--- src/design/assert_macros.svh ---
// Assertion macros shared by the lookup engine RTL.
// Every assertion samples on the rising edge of clk and is off during reset.
`ifndef ASSERT_MACROS_SVH
`define ASSERT_MACROS_SVH

// The property holds at every sampled edge.
`define IPV6LPM_ASSERT(lbl, prop, msg) \
    lbl: assert property (@(posedge clk) disable iff (!rst_n) (prop)) else $error(msg);

// When the trigger holds, the consequence holds in the following cycle.
`define IPV6LPM_ASSERT_NEXT(lbl, trig, cons, msg) \
    lbl: assert property (@(posedge clk) disable iff (!rst_n) (trig) |=> (cons)) else $error(msg);

`endif

--- src/design/ipv6lpm_ram.sv ---
// ----------------------------------------------------------------------------
// ipv6lpm_ram
// Simple dual-port synchronous RAM, one write and one registered read port.
// ----------------------------------------------------------------------------
`default_nettype none

module ipv6lpm_ram #(
    parameter int unsigned DEPTH = 256,
    parameter int unsigned WIDTH = 8,
    parameter int unsigned AW    = $clog2(DEPTH)
) (
    input  wire logic             clk,
    input  wire logic             we,
    input  wire logic [AW-1:0]    waddr,
    input  wire logic [WIDTH-1:0] wdata,
    input  wire logic             re,
    input  wire logic [AW-1:0]    raddr,
    output logic      [WIDTH-1:0] rdata
);

    logic [WIDTH-1:0] mem [DEPTH];

    always_ff @(posedge clk)
    begin
        if (we)
        begin
            mem[waddr] <= wdata;
        end
    end

    always_ff @(posedge clk)
    begin
        if (re)
        begin
            rdata <= mem[raddr];
        end
    end

endmodule

`default_nettype wire

--- config.mk ---
export PLATFORM = sky130hd
export DESIGN_NAME = ipv6lpm_ram
export DESIGN_NICKNAME = d
export VERILOG_FILES = /design/src/design/assert_macros.svh /design/src/design/ipv6lpm_ram.sv
export SDC_FILE = /design/constraint.sdc
export NUM_CORES = 2
export LEC_CHECK = 0
export BUFFER_PORTS_ARGS = -buffer_cell sky130_fd_sc_hd__buf_2
export CAP_MARGIN = 20
export CORE_MARGIN = 10
export CORE_UTILIZATION = 55
export DETAILED_ROUTE_END_ITERATION = 7
export GPL_TIMING_DRIVEN = 0
export PLACE_DENSITY = 0.71
export SETUP_SLACK_MARGIN = 0.05
export SLEW_MARGIN = 20
export SYNTH_ARGS = -nofsm -noshare
export SYNTH_HDL_FRONTEND = slang
export SYNTH_SLANG_ARGS = --single-unit
--- constraint.sdc ---
create_clock -name clk -period 2.5 [get_ports clk]
set_input_delay 0.125 -clock clk [delete_from_list [all_inputs] [get_ports clk]]
set_output_delay 0.125 -clock clk [all_outputs]
set_load 0.01 [all_outputs]
==> implementation parameters <==
Parameter                              Value

Pwr
  Power per unit of standard cell area ... between 700 and 800 nW/um^2
  Maximum ir drop on the vdd rail ... slightly above 0.0007 V
  Power spent charging and discharging nets ... around 16000 uW
  Sequential share of power ... around 53%
  Leak ... approximately 0.028 uW
  Switching part of the total ... around 22%
  Clock network fraction of total power ... approximately two fifths
  Cell internal pwr ... around 56000 uW
  Share of total power in combinational logic ... 5.9%
  Power, Total ... a little over 70000 uW

Timing
  Slew Limit Headroom ... 6.98%
  Worst slew pin tran ... 1.40 ns
  Total negative slack ... -5.15 ns
  Setup ws final ... -0.142 ns
  Final count of hold timing violations ... 0
  Achievable frequency ... between 0.3 and 0.4 GHz
  Setup-failing EPs final ... 140
  Max-slew violation total from the final report ... 0
  Worst Clk Skew ... around 0.033 ns
  RSZ-0062 raised after global routing ... true
  Clock period minus worst slack ... roughly 2.6 ns
  Final critical-path share of the clock period ... 106%

Floorplanning
  Core area ... roughly 140000 sq um
  Vert. Die Dim ... 401 microns
  Row cnt ... about 140
  Total die area ... 160000 sq um
  Starting Density ... about 55%
  Width of the chip ... ~400 microns
  Count of boundary I/O pins ... 35

Detailed routing
  WL final ... between 200000 and 250000 microns
  Via count normalized by instance count ... between 6 and 7
  Violation count after the first detailed-routing iteration ... 6735
  Remaining design rule violation count ... 0
  Detail-routed net length per standard cell ... 37.9 microns
  Number of optimization iterations in the first detailed-route pass ... 6
  Post-DRT Antenna Nets ... 0
  Via count ... 41976

Cells and area
  Post-route cell area ... approximately 90000 sq um
  Number of fill cells in the layout ... ~9700
  Area used by multi-input combinational logic ... ~17000 sq um
  Sequential Area ... between 60000 and 70000 sq um
  Most frequent standard cell in the layout excluding fill and tap cells ... sky130_fd_sc_hd__edfxtp_1
  Fraction of final layout cells with drive strength greater than 1 ... a little over a quarter
  Synth-to-Final Area Change ... 13.6%
  Most frequent cells in the layout ... sky130_fd_sc_hd__edfxtp_1 (2056), sky130_fd_sc_hd__mux4_2 (455), sky130_fd_sc_hd__nor2_1 (197)
  Non-filler instance count after layout ... roughly 6000
  Nets@finish ... around 4000

Worst setup path
  Master of the slowest instance on the critical path ... sky130_fd_sc_hd__clkbuf_1
  Largest fanout of any net on the critical path ... 10
  Critical Path Sink Type ... register
  Category of the most critical setup path ... in -> reg
  Reg2reg setup slack ... -0.04 ns
  Buf+Inv Stages, Crit Path ... 4
  Critical path data arrival time ... about 3.2 ns
  Cell family contributing the most delay on the critical path ... buffers and inverters
  Critical path, cell by cell ... buf_2, clkbuf_2, or2_2, buf_1, clkbuf_1, a21oi_1, nor4_2, nor4_1
  Capture point of the worst reg-to-reg path ... rdata[5]$_DFFE_PP_
  Worst R2R Start ... mem[211][5]$_DFFE_PP_
  Nature of the critical path startpoint ... primary input
  Reg2Reg Depth ... 6
  Critical path's largest stage delay ... roughly 0.88 ns
  Required time of the critical path ... just over 3 ns

Yosys
  Area leader, netlist ... sky130_fd_sc_hd__edfxtp_1
  Area fraction of the dominant cell type after synthesis ... between 70% and 80%
  Share of async-settable or async-resettable flops after synthesis ... 0%
  Most used flip-flop cell after synthesis ... sky130_fd_sc_hd__edfxtp_1
  Synth area leaders ... sky130_fd_sc_hd__edfxtp_1 (78%), sky130_fd_sc_hd__mux4_2 (13%), sky130_fd_sc_hd__mux2i_1 (1.7%)
  Post-synthesis instance area ... 79600 sq um
  Nets in the synthesized netlist ... about 3800
  Post-Syn Area per Cell ... around 21 sq um
  Gate Count Post-Synth ... roughly 3700
  Register bit total from synthesis ... about 2100
  Unique masters post-synth ... 54
  Number of synthesized flops with an enable pin ... 2056
  Sequential element share of the synthesized area ... 77.5%
  Yosys Warn Count ... 0

Clocking
  Clock-pin slew reported for the worst setup and hold paths after clock tree synthesis ... roughly 0.060 ns
  Total clock buffers created by CTS ... around 200
  Clock tree from TritonCTS ... built
  Max clock buf depth ... 3
  Root buffer cell ... sky130_fd_sc_hd__clkbuf_16
  Insertion delay of the later-clocked pin in the worst-skew pair ... between 0.8 and 0.9 ns
  Number of levels the H-tree was split into ... 4
  Number of clock sinks ... 2056

Global routing
  Global routing usage on met3 ... 9.74%
  Antenna violations before repair ... 18
  Maximum number of pins on one net before global-route repair ... between 100 and 150
  Gr busiest metal ... met2
  Met1 demand-to-capacity share in global routing ... 37.9%
  Vias in the first global route ... just over 40000
  Global-route wire length before repair ... around 320000 microns
  Global-route track usage on met2 ... 41.7%
  Global-route congestion overflow total ... 0
  Total global-route track usage ... 28.4%

Placed design
  Post-DP HPWL ... 156000 microns
  Area post-placement ... 83300 sq um
  Dpl cells ... roughly 5700
  Buffers added on ports ... 27
  GPL Wtd Cong ... 0.969

Min path
  Worst hold start ... wdata[5]
  Hold crit path type ... in -> reg
  Worst Hold End ... mem[212][5]$_DFFE_PP_
  Hold Crit Depth ... 2

Run status
  Violations in the final reports ... setup timing
  Run status ... complete, but fails checks

Job
  # Max-Cap Violations ... 0
[cell usage after synthesis (all sizes together) (2+ instances only)]
library cell  instances
a21oi                96
a311oi                2
nor2                282
nor2b                31
o32ai                 5
a221oi               14
nand2                33
clkbuf              111
nor4                 27
a22o                  8
nand2b                8
o21ai                12
and3b                 2
nand4                10
a31oi                 2
o211ai               10
a211oi               16
o221ai               47
and2                  6
nand3b                2
nor3                 22
mux2i               134
buf                 122
nand3                34
a2111oi               5
o22a                  5
o22ai                28
edfxtp             2056
a22oi               133
mux4                456
or2                   4
[worst max path at each step]
stage,to,cells after the start,start,slack (ns)
after CTS,rdata[1]$_DFFE_PP_,6,mem[130][1]$_DFFE_PP_,0.03
after global placement,rdata[1]$_DFFE_PP_,9,raddr[1],-2.69
final,rdata[4]$_DFFE_PP_,8,raddr[3],-0.14
after floorplan,rdata[2]$_DFFE_PP_,9,raddr[0],0.30
after detailed placement,rdata[1]$_DFFE_PP_,8,raddr[4],-2.20
after global routing,rdata[5]$_DFFE_PP_,6,mem[211][5]$_DFFE_PP_,-0.05
[routing by layer]
layer  up-vias  part of all wire (%)
met1     21708                    35
met3       596                    14
met4        18                   5.7
met2      3367                    45
li1      16287                     -
met5         -                 0.062
[timing repair]
item | 4_1_cts | 5_1_grt
endpoints found under the setup margin | 72 | 603
pin swaps | 12 | 11
endpoints found under the hold margin | 1053 | 0
buffers inserted | 0 | 3
hold buffers | 9 | 0
gates resized for setup | 149 | 106
[per-stage QoR]
stage,hold slack [ns],worst slack (ns),util [%]
global placement,0.551,-2.69,57.2
CTS,0.0820,0.0262,62.7
floorplan,0.224,0.299,-
detailed placement,0.339,-2.20,58.0
finish,0.119,-0.142,63.0
global route,0.105,-0.0492,62.9
[registers in the layout (all words and copies together) (netlist names)]
register	cells
rdata	8
mem	2048
[power by group through the flow]
stage	clock network [uW]	registers, uW	logic (uW)
final	29000	38100	4210
after global routing	30500	38000	4280
after CTS	29100	38000	4060
after detailed placement	0	38800	3910
after global placement	0	38900	3710
after floorplan	0	38800	1850
[cell families (layout without fill, tap and decap cells)]
group | count (synthesis) | count (layout) | share of synthesized area (%)
multiplexers | 591 | 591 | 14.6
flip-flops | 2056 | 2056 | 77.5
other | 0 | 6 | 0
AND/OR/NAND/NOR | 466 | 466 | 2.63
AO/OA/AOI/OAI | 385 | 385 | 3.42
buffers and inverters | 235 | 675 | 1.83
[final cells by class]
type,count,share of cell area [%]
diodes,6,0.0166
plain buffers,231,1.80
clock buffers,238,5.60
clock inverters,122,1.26
inverters,2,0.00830
multi-input cells,1442,19.0
flip-flops and latches,2056,68.3
well taps,1903,2.63
repair buffers,82,1.40
No activity file was read; power rests on OpenSTA's default activity.
