### src/design/assert_macros.svh
// Assertion macros shared by the lookup engine RTL.
// Every assertion samples on the rising edge of clk and is off during reset.
`ifndef ASSERT_MACROS_SVH
`define ASSERT_MACROS_SVH

// The property holds at every sampled edge.
`define IPV6LPM_ASSERT(lbl, prop, msg) \
    lbl: assert property (@(posedge clk) disable iff (!rst_n) (prop)) else $error(msg);

// When the trigger holds, the consequence holds in the following cycle.
`define IPV6LPM_ASSERT_NEXT(lbl, trig, cons, msg) \
    lbl: assert property (@(posedge clk) disable iff (!rst_n) (trig) |=> (cons)) else $error(msg);

`endif

### src/design/ipv6lpm_pkg.sv
// ----------------------------------------------------------------------------
// ipv6lpm_pkg
// Types, sizes and codes of the IPv6 multibit-trie longest-prefix-match engine.
// ----------------------------------------------------------------------------
`default_nettype none

package ipv6lpm_pkg;

    localparam int unsigned WIDE_NODES   = 2;
    localparam int unsigned NARROW_NODES = 1024;
    localparam int unsigned WIDE_LEVELS  = 1;
    localparam int unsigned HOP_BITS     = 32;

    localparam int unsigned WIDE_STRIDE   = 16;
    localparam int unsigned NARROW_STRIDE = 8;
    localparam int unsigned WIDE_SLOTS    = 1 << WIDE_STRIDE;
    localparam int unsigned NARROW_SLOTS  = 1 << NARROW_STRIDE;
    localparam int unsigned WIDE_DEPTH    = WIDE_NODES * WIDE_SLOTS;
    localparam int unsigned NARROW_DEPTH  = NARROW_NODES * NARROW_SLOTS;
    localparam int unsigned WA_W          = $clog2(WIDE_DEPTH);
    localparam int unsigned NA_W          = $clog2(NARROW_DEPTH);
    localparam int unsigned ADDR_BYTES    = 16;
    localparam int unsigned CHILD_W       = 10;

    // Request codes.
    localparam logic [1:0] REQ_LOOKUP       = 2'd0;
    localparam logic [1:0] REQ_WIDE_WRITE   = 2'd1;
    localparam logic [1:0] REQ_NARROW_WRITE = 2'd2;
    localparam logic [1:0] REQ_RESERVED     = 2'd3;

    // Configuration register indexes.
    localparam logic [1:0] CFG_LOOKUP_ENABLE = 2'd0;
    localparam logic [1:0] CFG_DEFAULT_VALID = 2'd1;
    localparam logic [1:0] CFG_DEFAULT_HOP   = 2'd2;
    localparam logic [1:0] CFG_ROOT_NODE     = 2'd3;

    typedef struct packed {
        logic [1:0]  req_type;
        logic [63:0] addr_high;
        logic [63:0] addr_low;
        logic [17:0] entry_address;
        logic        entry_valid;
        logic        entry_wide_child;
        logic [9:0]  entry_child;
        logic [31:0] entry_hop;
    } req_t;

    typedef struct packed {
        logic        found;
        logic [31:0] route_hop;
    } rsp_t;

    typedef struct packed {
        logic        lookup_enable;
        logic        default_valid;
        logic [31:0] default_hop;
        logic        root_node;
    } cfg_t;

    typedef struct packed {
        logic                valid;
        logic                wide_child;
        logic [CHILD_W-1:0]  child;
        logic [HOP_BITS-1:0] hop;
    } entry_t;

    typedef struct packed {
        logic            wide_en;
        logic [WA_W-1:0] wide_addr;
        logic            narrow_en;
        logic [NA_W-1:0] narrow_addr;
    } rd_req_t;

    typedef enum logic [2:0] {
        LK_IDLE,
        LK_ISSUE,
        LK_WIDE,
        LK_NARROW,
        LK_DONE
    } lk_state_t;

    // Byte i of the 128-bit address, byte 0 in the top bits.
    function automatic logic [7:0] addr_byte(input logic [127:0] a, input logic [4:0] i);
        logic [6:0] sh;
        sh = {~i[3:0], 3'b000};
        return 8'(a >> sh);
    endfunction

endpackage

`default_nettype wire

### src/design/ipv6lpm_walk.sv
// ----------------------------------------------------------------------------
// ipv6lpm_walk
// Trie walker: one store read per level, best-match tracking, result register.
// ----------------------------------------------------------------------------
`default_nettype none

`include "assert_macros.svh"

module ipv6lpm_walk
    import ipv6lpm_pkg::*;
(
    input  wire logic         clk,
    input  wire logic         rst_n,
    input  wire cfg_t         cfg,
    input  wire logic         start,
    input  wire logic [127:0] start_addr,
    output logic              idle,
    output rd_req_t           rd,
    input  wire entry_t       wide_rdata,
    input  wire entry_t       narrow_rdata,
    output logic              rsp_valid,
    input  wire logic         rsp_ready,
    output rsp_t              rsp
);

    lk_state_t           state_reg, state_next;
    logic [127:0]        addr_reg, addr_next;
    logic [CHILD_W-1:0]  node_reg, node_next;
    logic                wide_reg, wide_next;
    logic [1:0]          levels_reg, levels_next;
    logic [4:0]          byte_reg, byte_next;
    logic                found_reg, found_next;
    logic [HOP_BITS-1:0] best_reg, best_next;
    logic                rsp_valid_reg, rsp_valid_next;
    rsp_t                rsp_reg, rsp_next;

    logic [CHILD_W-1:0]  cand_node;
    logic                cand_wide;
    logic [1:0]          cand_levels;
    logic [4:0]          cand_byte;
    logic                cand_found;
    logic [HOP_BITS-1:0] cand_best;
    logic                step;
    logic                stop;
    logic [15:0]         widx;
    logic [7:0]          nidx;

    always_ff @(posedge clk or negedge rst_n)
    begin
        if (!rst_n)
        begin
            state_reg     <= LK_IDLE;
            rsp_valid_reg <= 1'b0;
        end
        else
        begin
            state_reg     <= state_next;
            rsp_valid_reg <= rsp_valid_next;
        end
    end

    always_ff @(posedge clk)
    begin
        addr_reg   <= addr_next;
        node_reg   <= node_next;
        wide_reg   <= wide_next;
        levels_reg <= levels_next;
        byte_reg   <= byte_next;
        found_reg  <= found_next;
        best_reg   <= best_next;
        rsp_reg    <= rsp_next;
    end

    always_comb
    begin
        state_next     = state_reg;
        addr_next      = addr_reg;
        node_next      = node_reg;
        wide_next      = wide_reg;
        levels_next    = levels_reg;
        byte_next      = byte_reg;
        found_next     = found_reg;
        best_next      = best_reg;
        rsp_valid_next = rsp_valid_reg && !rsp_ready;
        rsp_next       = rsp_reg;
        rd             = '0;
        cand_node      = node_reg;
        cand_wide      = wide_reg;
        cand_levels    = levels_reg;
        cand_byte      = byte_reg;
        cand_found     = found_reg;
        cand_best      = best_reg;
        step           = 1'b0;
        stop           = 1'b0;
        widx           = '0;
        nidx           = '0;

        unique case (state_reg)
            LK_IDLE:
            begin
                if (start)
                begin
                    addr_next   = start_addr;
                    node_next   = CHILD_W'(cfg.root_node);
                    wide_next   = 1'b1;
                    levels_next = '0;
                    byte_next   = '0;
                    found_next  = cfg.lookup_enable && cfg.default_valid;
                    best_next   = (cfg.lookup_enable && cfg.default_valid)
                                  ? cfg.default_hop[HOP_BITS-1:0] : '0;
                    state_next  = cfg.lookup_enable ? LK_ISSUE : LK_DONE;
                end
            end
            LK_ISSUE:
            begin
                step = 1'b1;
            end
            LK_WIDE:
            begin
                if (wide_rdata.valid)
                begin
                    cand_found = 1'b1;
                    cand_best  = wide_rdata.hop;
                end
                cand_levels = levels_reg + 2'd1;
                cand_byte   = 5'({cand_levels, 1'b0});
                // A wide entry has a child when either the index or the wide flag is set.
                if (wide_rdata.child == '0 && !wide_rdata.wide_child)
                begin
                    stop = 1'b1;
                end
                else
                begin
                    cand_node = wide_rdata.child;
                    cand_wide = wide_rdata.wide_child;
                    step      = 1'b1;
                end
            end
            LK_NARROW:
            begin
                if (narrow_rdata.valid)
                begin
                    cand_found = 1'b1;
                    cand_best  = narrow_rdata.hop;
                end
                cand_byte = byte_reg + 5'd1;
                if (narrow_rdata.child == '0)
                begin
                    stop = 1'b1;
                end
                else
                begin
                    cand_node = narrow_rdata.child;
                    cand_wide = 1'b0;
                    step      = 1'b1;
                end
            end
            LK_DONE:
            begin
                if (!rsp_valid_reg || rsp_ready)
                begin
                    rsp_valid_next     = 1'b1;
                    rsp_next.found     = found_reg;
                    rsp_next.route_hop = found_reg ? 32'(best_reg) : '0;
                    state_next         = LK_IDLE;
                end
            end
            default:
            begin
                state_next = LK_IDLE;
            end
        endcase

        // Pick the next read from the node just reached; wide levels come first.
        if (step)
        begin
            if (cand_wide && 32'(cand_levels) < WIDE_LEVELS)
            begin
                if (32'(cand_node) >= WIDE_NODES)
                begin
                    stop = 1'b1;
                end
                else
                begin
                    widx = {addr_byte(addr_reg, 5'({cand_levels, 1'b0})),
                            addr_byte(addr_reg, 5'({cand_levels, 1'b1}))};
                    rd.wide_en   = 1'b1;
                    rd.wide_addr = WA_W'((32'(cand_node) << WIDE_STRIDE) | 32'(widx));
                    state_next   = LK_WIDE;
                end
            end
            else if (32'(cand_byte) >= ADDR_BYTES || cand_node == '0
                     || 32'(cand_node) >= NARROW_NODES)
            begin
                stop = 1'b1;
            end
            else
            begin
                nidx           = addr_byte(addr_reg, cand_byte);
                rd.narrow_en   = 1'b1;
                rd.narrow_addr = NA_W'((32'(cand_node) << NARROW_STRIDE) | 32'(nidx));
                state_next     = LK_NARROW;
            end
        end

        if (stop)
        begin
            state_next = LK_DONE;
        end

        if (state_reg != LK_IDLE)
        begin
            node_next   = cand_node;
            wide_next   = cand_wide;
            levels_next = cand_levels;
            byte_next   = cand_byte;
            found_next  = cand_found;
            best_next   = cand_best;
        end
    end

    assign idle      = (state_reg == LK_IDLE);
    assign rsp_valid = rsp_valid_reg;
    assign rsp       = rsp_reg;

    `IPV6LPM_ASSERT(a_one_store_read, !(rd.wide_en && rd.narrow_en), "both stores read at once")
    `IPV6LPM_ASSERT(a_no_read_idle, (state_reg == LK_IDLE) |-> !(rd.wide_en || rd.narrow_en), "read while idle")
    `IPV6LPM_ASSERT(a_start_idle, start |-> (state_reg == LK_IDLE), "lookup started while busy")
    `IPV6LPM_ASSERT(a_miss_zero, (rsp_valid_reg && !rsp_reg.found) |-> (rsp_reg.route_hop == '0), "miss with nonzero hop")
    `IPV6LPM_ASSERT_NEXT(a_read_then_check, rd.wide_en, (state_reg == LK_WIDE), "wide read not checked")

endmodule

`default_nettype wire
### config.mk
export PLATFORM = sky130hd
export DESIGN_NAME = ipv6lpm_walk
export DESIGN_NICKNAME = d
export VERILOG_FILES = /design/src/design/ipv6lpm_pkg.sv /design/src/design/ipv6lpm_walk.sv
export VERILOG_INCLUDE_DIRS = /design/src /design/src/design
export SDC_FILE = /design/constraint.sdc
export NUM_CORES = 1
export LEC_CHECK = 0
export BUFFER_PORTS_ARGS = -buffer_cell sky130_fd_sc_hd__clkbuf_2
export CAP_MARGIN = 20
export CORE_MARGIN = 2
export CORE_UTILIZATION = 55
export CTS_CLUSTER_DIAMETER = 200
export CTS_CLUSTER_SIZE = 25
export DETAILED_ROUTE_END_ITERATION = 8
export PLACE_DENSITY = 0.88
export SYNTH_ARGS = -nofsm -noshare
export SYNTH_HDL_FRONTEND = slang
export SYNTH_SLANG_ARGS = --single-unit
### constraint.sdc
create_clock -name clk -period 8.25 [get_ports clk]
set_input_delay 0.4125 -clock clk [delete_from_list [all_inputs] [get_ports clk]]
set_output_delay 0.4125 -clock clk [all_outputs]
set_load 0.1 [all_outputs]
==> impl_metrics.py, run 1 <==
metrics = {
    "sta": {
        "fmax_mhz": 187.0,
        "slew_violations": 0,
        "finalHoldViolCount": 0,
        "fin_skew_ns": 0.01272,
        "fin_crit_sh_pct": 64.83,
        "finalSetupViolations": 0,
        "hold-worst-slack_ns": 0.1083,
        "slew_headroom_pct": 28.10,
        "tns_ns": 0,
        "layout_setup_ws_ns": 2.902,
        "rsz0062_at_grt": "false",
        "tightest_slew_ns": 1.075,
        "min_period_ns": 5.348,
    },
    "critical_path": {
        "cp-start-kind": "flip-flop",
        "worstPathMaxFanout": 50,
        "arrival_ns": 4.94,
        "crit_type": "flip-flop to primary output",
        "critPathRequiredTime_ns": 7.84,
        "endpoint_kind": "primary output",
    },
    "power": {
        "pwr-share-comb_pct": 47.2,
        "p_seq_share_pct": 39.0,
        "ir_worst_vdd_v": 0.0002897,
        "power_switching_w": 0.001999,
        "power_density_nw_per_um2": 367.1,
        "p_clk_share_pct": 13.8,
        "swShare_pct": 44.64,
        "intPower_w": 0.002479,
        "p_leak_nw": 5.081,
    },
    "synth": {
        "ys_top_cells_by_count": "edfxtp_1 (212), nand2_1 (110), and2_1 (66), a211oi_1 (48), nor2_1 (46)",
        "synth.area.top_cells": "edfxtp_1 (63%), mux2i_1 (4.4%), and2_1 (4.1%), nand2_1 (4.1%), a211oi_1 (3.6%)",
        "synth_fp_nets": 1029,
        "yosysTopAreaCell": "edfxtp_1",
        "netlist.area_leader.share_pct": 62.95,
        "syn_avg_cell_area_um2": 13.10,
        "synth_area_um2": 10110,
        "yosys_warnings": 0,
        "async_flop_share_pct": 1.852,
        "yosys.cell_types.count": 51,
        "synth_edf_count": 212,
        "synth_ff_type": "edfxtp_1",
        "yosysMostFrequentCell": "edfxtp_1",
        "syn_inst": 772,
        "synth_seq_cells": 216,
        "seq_area_frac_synth_pct": 63.94,
    },
    "detailed_routing": {
        "wl_met2_um": 13090,
        "wirelength_met1_um": 9341,
        "post-route-drc-count": 0,
        "wl_per_cell_um": 19.55,
        "maxUsedRoutingLayer": "met4",
        "wl_um": 25430,
        "via_count": 7420,
        "dr_wl_met3_um": 1925,
        "first_iter_violations": 457,
        "first_pass_iters": 5,
        "viasPerCell": 5.703,
        "ant_nets": 0,
    },
    "global_routing": {
        "antenna_found_initial": 0,
        "grt_pass1_vias": 7603,
        "grt_pass1_wl_um": 38770,
        "track_usage_pct": 25.48,
        "grt_start_max_net_pins": 75,
        "overflow": 0,
    },
    "run_status": {
        "outcome": "finished clean",
    },
    "floorplan": {
        "start_util_pct": 56.11,
        "die_x_um": 139.6,
        "die_h_um": 139.6,
        "core_area_um2": 18020,
        "boundaryPins": 327,
        "num_rows": 49,
        "die_area_um2": 19490,
    },
    "placed_design": {
        "hpwl_um": 18840,
        "io_buffers": 325,
        "post-place-ws_ns": 3.421,
        "gp_congestion": 0.8447,
    },
    "min_path": {
        "hold_path.class": "primary input to flip-flop",
    },
    "layout": {
        "area_growth_syn_to_layout_pct": 20.62,
        "nNetsFinal": 1326,
        "fin_util_pct": 67.68,
        "drive_above_1_share_pct": 36.19,
        "n_antenna_cell": 0,
        "largest_reg_flops": 128,
    },
    "clock_network": {
        "cts_tree": "built",
        "cts_hold_buffers": 1,
        "clk_path_buf_depth": 3,
        "clk_latency_ns": 0.47,
        "post_cts_resized": 0,
        "cts_made_buffers": 12,
        "clockRootBuffer": "clkbuf_16",
        "postCtsSetupBuffers": 0,
        "htree_levels": 1,
        "path_clk_slew_ns": 0.10,
        "clock_sinks": 216,
    },
    "run": {
        "cap_violations": 0,
    },
}
-- worst paths after layout --
kind | from | end | cells past startpoint | slack, ns
max reg2reg | state_reg[1]$_DFF_PN0_ | state_reg[0]$_DFF_PN0_ | 5 | 4.80
max in group asynchronous | rst_n | state_reg[1]$_DFF_PN0_ | 2 | 7.84
min in group asynchronous | rst_n | rsp_valid$_DFF_PN0_ | 2 | 0.29
max | state_reg[0]$_DFF_PN0_ | rd[5] | 9 | 2.90
min reg2reg | best_reg[31]$_DFFE_PP_ | rsp[31]$_SDFFCE_PN0P_ | 1 | 0.53
min | start_addr[49] | addr_reg[49]$_DFFE_PP_ | 1 | 0.11
-- routing by layer --
| metal | vias up | global-route usage (%) |
|---|---|---|
| li1 | 3489 | - |
| met1 | 3524 | 29.28 |
| met2 | 345 | 46.08 |
| met3 | 62 | 5.850 |
| met4 | 0 | 10.42 |
| met5 | - | 0 |
-- worst max-delay path, stage by stage (launching register included) --
cell and delay (ns):
dfrtp_1 0.97, nand3b_4 0.67, mux2i_4 0.65, buf_4 0.50, and2_1 0.19, a211oi_1 0.04
a31oi_1 0.43, a21oi_1 0.14, a211oi_1 0.32, clkbuf_2 0.55
-- cells in the final DEF, fill, tap and decap left out, types with 2 or more instances in the layout --
| master | count |
|---|---|
| nor4_1 | 6 |
| clkbuf_2 | 325 |
| a311oi_1 | 16 |
| inv_1 | 7 |
| a31oi_1 | 18 |
| nor2b_4 | 8 |
| nor2_1 | 44 |
| dfrtp_1 | 4 |
| o21ai_0 | 36 |
| ha_1 | 2 |
| nand3_1 | 6 |
| clkbuf_1 | 3 |
| buf_4 | 10 |
| mux2i_1 | 44 |
| clkbuf_16 | 13 |
| and3_1 | 4 |
| nand2_1 | 110 |
| and2b_1 | 8 |
| edfxtp_1 | 212 |
| nand2b_1 | 3 |
| nor3_1 | 4 |
| and2_1 | 66 |
| a21oi_1 | 27 |
| a211oi_1 | 48 |
| nor2_2 | 2 |
| mux4_2 | 16 |
-- layout make-up --
type                            instances  area (um2)
Tap cell                              229       286.5
Clock inverter                          1       11.26
Sequential cell                       216        6466
Clock buffer                           16       336.6
Inverter                                8       32.53
Multi-Input combinational cell        494        3339
Timing Repair Buffer                  337        1727
Fill cell                            1261        5826
-- metrics by stage --
stage	power, W	area, um2	std cells
3_5_place_dp	0.003885	11840	1283
6_report	0.004478	12200	1301
4_1_cts	0.004498	12200	1301
2_1_floorplan	0.003427	10110	772
5_1_grt	0.004698	12200	1301
3_3_place_gp	0.003819	11830	1282
-- power groups by stage --
stage | Combinational, W | Clock (W) | Sequential (W)
floorplan | 0.00142 | 0 | 0.00200
global route | 0.00226 | 0.000659 | 0.00178
global placement | 0.00207 | 0 | 0.00175
detailed placement | 0.00211 | 0 | 0.00177
finish | 0.00212 | 0.000617 | 0.00175
CTS | 0.00212 | 0.000631 | 0.00175
-- cell families after synthesis --
| kind of cell | share of synthesized area, % |
|---|---|
| compound gates | 10.03 |
| xor+xnor | 0.3588 |
| fa+ha+maj | 0.2474 |
| buf+inv | 3.291 |
| flops | 63.94 |
| mux | 8.141 |
| simple gates | 13.99 |
Note: power is estimated with default switching activity, not from simulation.
==> run 2: changes to the inputs <==
CORE_UTILIZATION = 51   (was 55)
PLACE_DENSITY = 0.82   (was 0.88)
clock period = 5.54 ns   (was 8.25 ns; I/O delays follow)
==> run 2 against run 1 <==
- critical path depth decreased by 1
- critical path type unchanged
- critical endpoint is now rd[0]
- largest power group unchanged
- cell area increased by 11%
- non-clock buffer count up 130
- cell count is 13% higher
==> impl_metrics.py, run 2 (synthesis results as in run 1) <==
metrics = {
    "layout": {
        "nFillCells": 1274,
        "largest_reg_flops": 128,
        "nNetsFinal": 1456,
        "layout_common_cells": "clkbuf_2 (325), edfxtp_1 (212), dlygate4sd3_1 (127)",
        "area_growth_syn_to_layout_pct": 34.28,
        "fin_util_pct": 69.78,
        "layout_commonest_cell": "clkbuf_2",
        "drive_above_1_share_pct": 32.61,
        "postLayoutCellArea_um2": 13580,
    },
    "critical_path": {
        "crit_start": "state_reg[2]$_DFF_PN0_",
        "crit_family": "simple AND/OR/NAND/NOR gates",
        "arrival_ns": 4.56,
        "reg2reg_from": "state_reg[2]$_DFF_PN0_",
        "critPathMaxStageDelay_ns": 0.82,
        "cp-start-kind": "flip-flop",
        "crit_path_cell_trace": "nand2b_1 > nor2_1 > ha_1 > o211a_1 > a21oi_1 > nand3b_1 > a211oi_1 > clkbuf_2",
        "critPathRequiredTime_ns": 5.26,
        "cp_num_buf_inv": 1,
        "endpoint_kind": "primary output",
        "worstPathMaxFanout": 26,
        "slowest_stage": "nand2b_1",
        "crit_type": "flip-flop to primary output",
    },
    "sta": {
        "tns_ns": 0,
        "rsz0062_at_grt": "false",
        "fmax_mhz": 206.9,
        "slew_violations": 0,
        "fin_crit_sh_pct": 87.23,
        "fin_skew_ns": 0.01797,
        "tightest_slew_ns": 1.058,
        "finalSetupViolations": 0,
        "slew_headroom_pct": 29.48,
        "finalHoldViolCount": 0,
        "layout_setup_ws_ns": 0.7072,
        "min_period_ns": 4.833,
    },
    "clock_network": {
        "post_cts_resized": 0,
        "cts_made_buffers": 12,
        "path_clk_slew_ns": 0.10,
        "htree_levels": 1,
        "clockRootBuffer": "clkbuf_16",
        "postCtsSetupBuffers": 0,
        "clk_latency_ns": 0.47,
        "clk_path_buf_depth": 3,
        "clock_sinks": 216,
        "cts_tree": "built",
    },
    "global_routing": {
        "grt_pass1_wl_um": 41370,
        "track_usage_pct": 26.23,
        "overflow": 0,
        "antenna_found_initial": 3,
        "grt_pass1_vias": 7929,
        "grt_start_max_net_pins": 83,
    },
    "detailed_routing": {
        "post-route-drc-count": 0,
        "wl_per_cell_um": 19.90,
        "first_pass_iters": 9,
        "ant_nets": 0,
        "wl_um": 29250,
        "via_count": 8256,
        "first_iter_violations": 739,
        "viasPerCell": 5.616,
    },
    "min_path": {
        "hold_path.class": "primary input to flip-flop",
        "hp-start": "start_addr[88]",
    },
    "placed_design": {
        "hpwl_um": 18360,
        "gp_congestion": 0.8083,
        "post-place-ws_ns": 1.304,
        "postPlaceCellArea_um2": 11930,
        "io_buffers": 325,
    },
    "run": {
        "cap_violations": 0,
    },
    "power": {
        "p_leak_nw": 5.642,
        "power_switching_w": 0.003072,
        "swShare_pct": 44.76,
        "ir_worst_vdd_v": 0.0003696,
        "power_density_nw_per_um2": 505.3,
        "power_w": 0.006862,
        "intPower_w": 0.003791,
        "p_seq_share_pct": 38.1,
        "pwr-share-comb_pct": 48.2,
        "p_clk_share_pct": 13.7,
    },
    "floorplan": {
        "die_x_um": 144.8,
        "num_rows": 51,
        "start_util_pct": 51.96,
        "core_area_um2": 19460,
        "die_area_um2": 20970,
        "boundaryPins": 327,
        "die_h_um": 144.8,
    },
    "run_status": {
        "outcome": "finished clean",
    },
}
==> run 2: cell count changes in the layout (fill, tap and decap cells not counted), sizes merged <==
cell         change
dlygate4sd3    +126
diode            +3
buf              +4
==> run 2: area by class of cell <==
| type | count | area [um2] | area share (%) |
|---|---|---|---|
| flip-flops and latches | 216 | 6466 | 47.61 |
| multi-input cells | 494 | 3339 | 24.59 |
| repair buffers | 467 | 3055 | 22.50 |
| clock buffers | 16 | 336.6 | 2.478 |
| well taps | 265 | 331.6 | 2.442 |
| inverters | 8 | 32.53 | 0.2395 |
| clock inverters | 1 | 11.26 | 0.08292 |
| diodes | 3 | 7.507 | 0.05528 |
==> run 2: metal layers <==
| layer | global-route usage [%] | vias to the layer above | share of wire [%] |
|---|---|---|---|
| met4 | 10.27 | 0 | 4.0 |
| met2 | 47.82 | 492 | 52 |
| met3 | 5.956 | 77 | 9.0 |
| met1 | 29.88 | 3940 | 35 |
| li1 | - | 3747 | - |
| met5 | 0 | - | 0 |
==> run 2: power by group through the flow <==
stage | sequential, W | clock [W] | combinational, W
floorplan | 0.00298 | 0 | 0.00212
global placement | 0.00262 | 0 | 0.00310
global route | 0.00266 | 0.00100 | 0.00352
finish | 0.00262 | 0.000938 | 0.00331
detailed placement | 0.00264 | 0 | 0.00315
CTS | 0.00260 | 0.000934 | 0.00323
==> run 2: through the flow <==
stage / cells / hold slack [ns]
finish: 1470 / 0.04205
global route: 1470 / 0.02446
CTS: 1454 / 0.0002725
detailed placement: 1322 / 0.08972
global placement: 1321 / 0.08550
floorplan: 772 / -0.01859
==> run 2: path summary, 6_finish.rpt <==
kind                       cells past startpoint  slack [ns]                      to
setup / recovery                               8        0.71                   rd[0]
hold / removal                                 1        0.04  addr_reg[88]$_DFFE_PP_
setup reg to reg                               7        2.18  state_reg[0]$_DFF_PN0_
hold reg to reg                                1        0.52    rsp[6]$_SDFFCE_PN0P_
max in group asynchronous                      2        5.24  state_reg[0]$_DFF_PN0_
min in group asynchronous                      2        0.18     rsp_valid$_DFF_PN0_
==> run 2: worst register-to-register path: cells and delay by family (launching register included) <==
family / cells / cell delay (ns)
compound gates: 3 / 0.70
fa+ha+maj: 1 / 0.34
flops: 1 / 0.60
simple gates: 3 / 1.66
==> run 2: timing repair <==
action,in CTS,in global routing
hold buffers,115,12
setup endpoints to repair,0,0
endpoints found under the hold margin,118,12
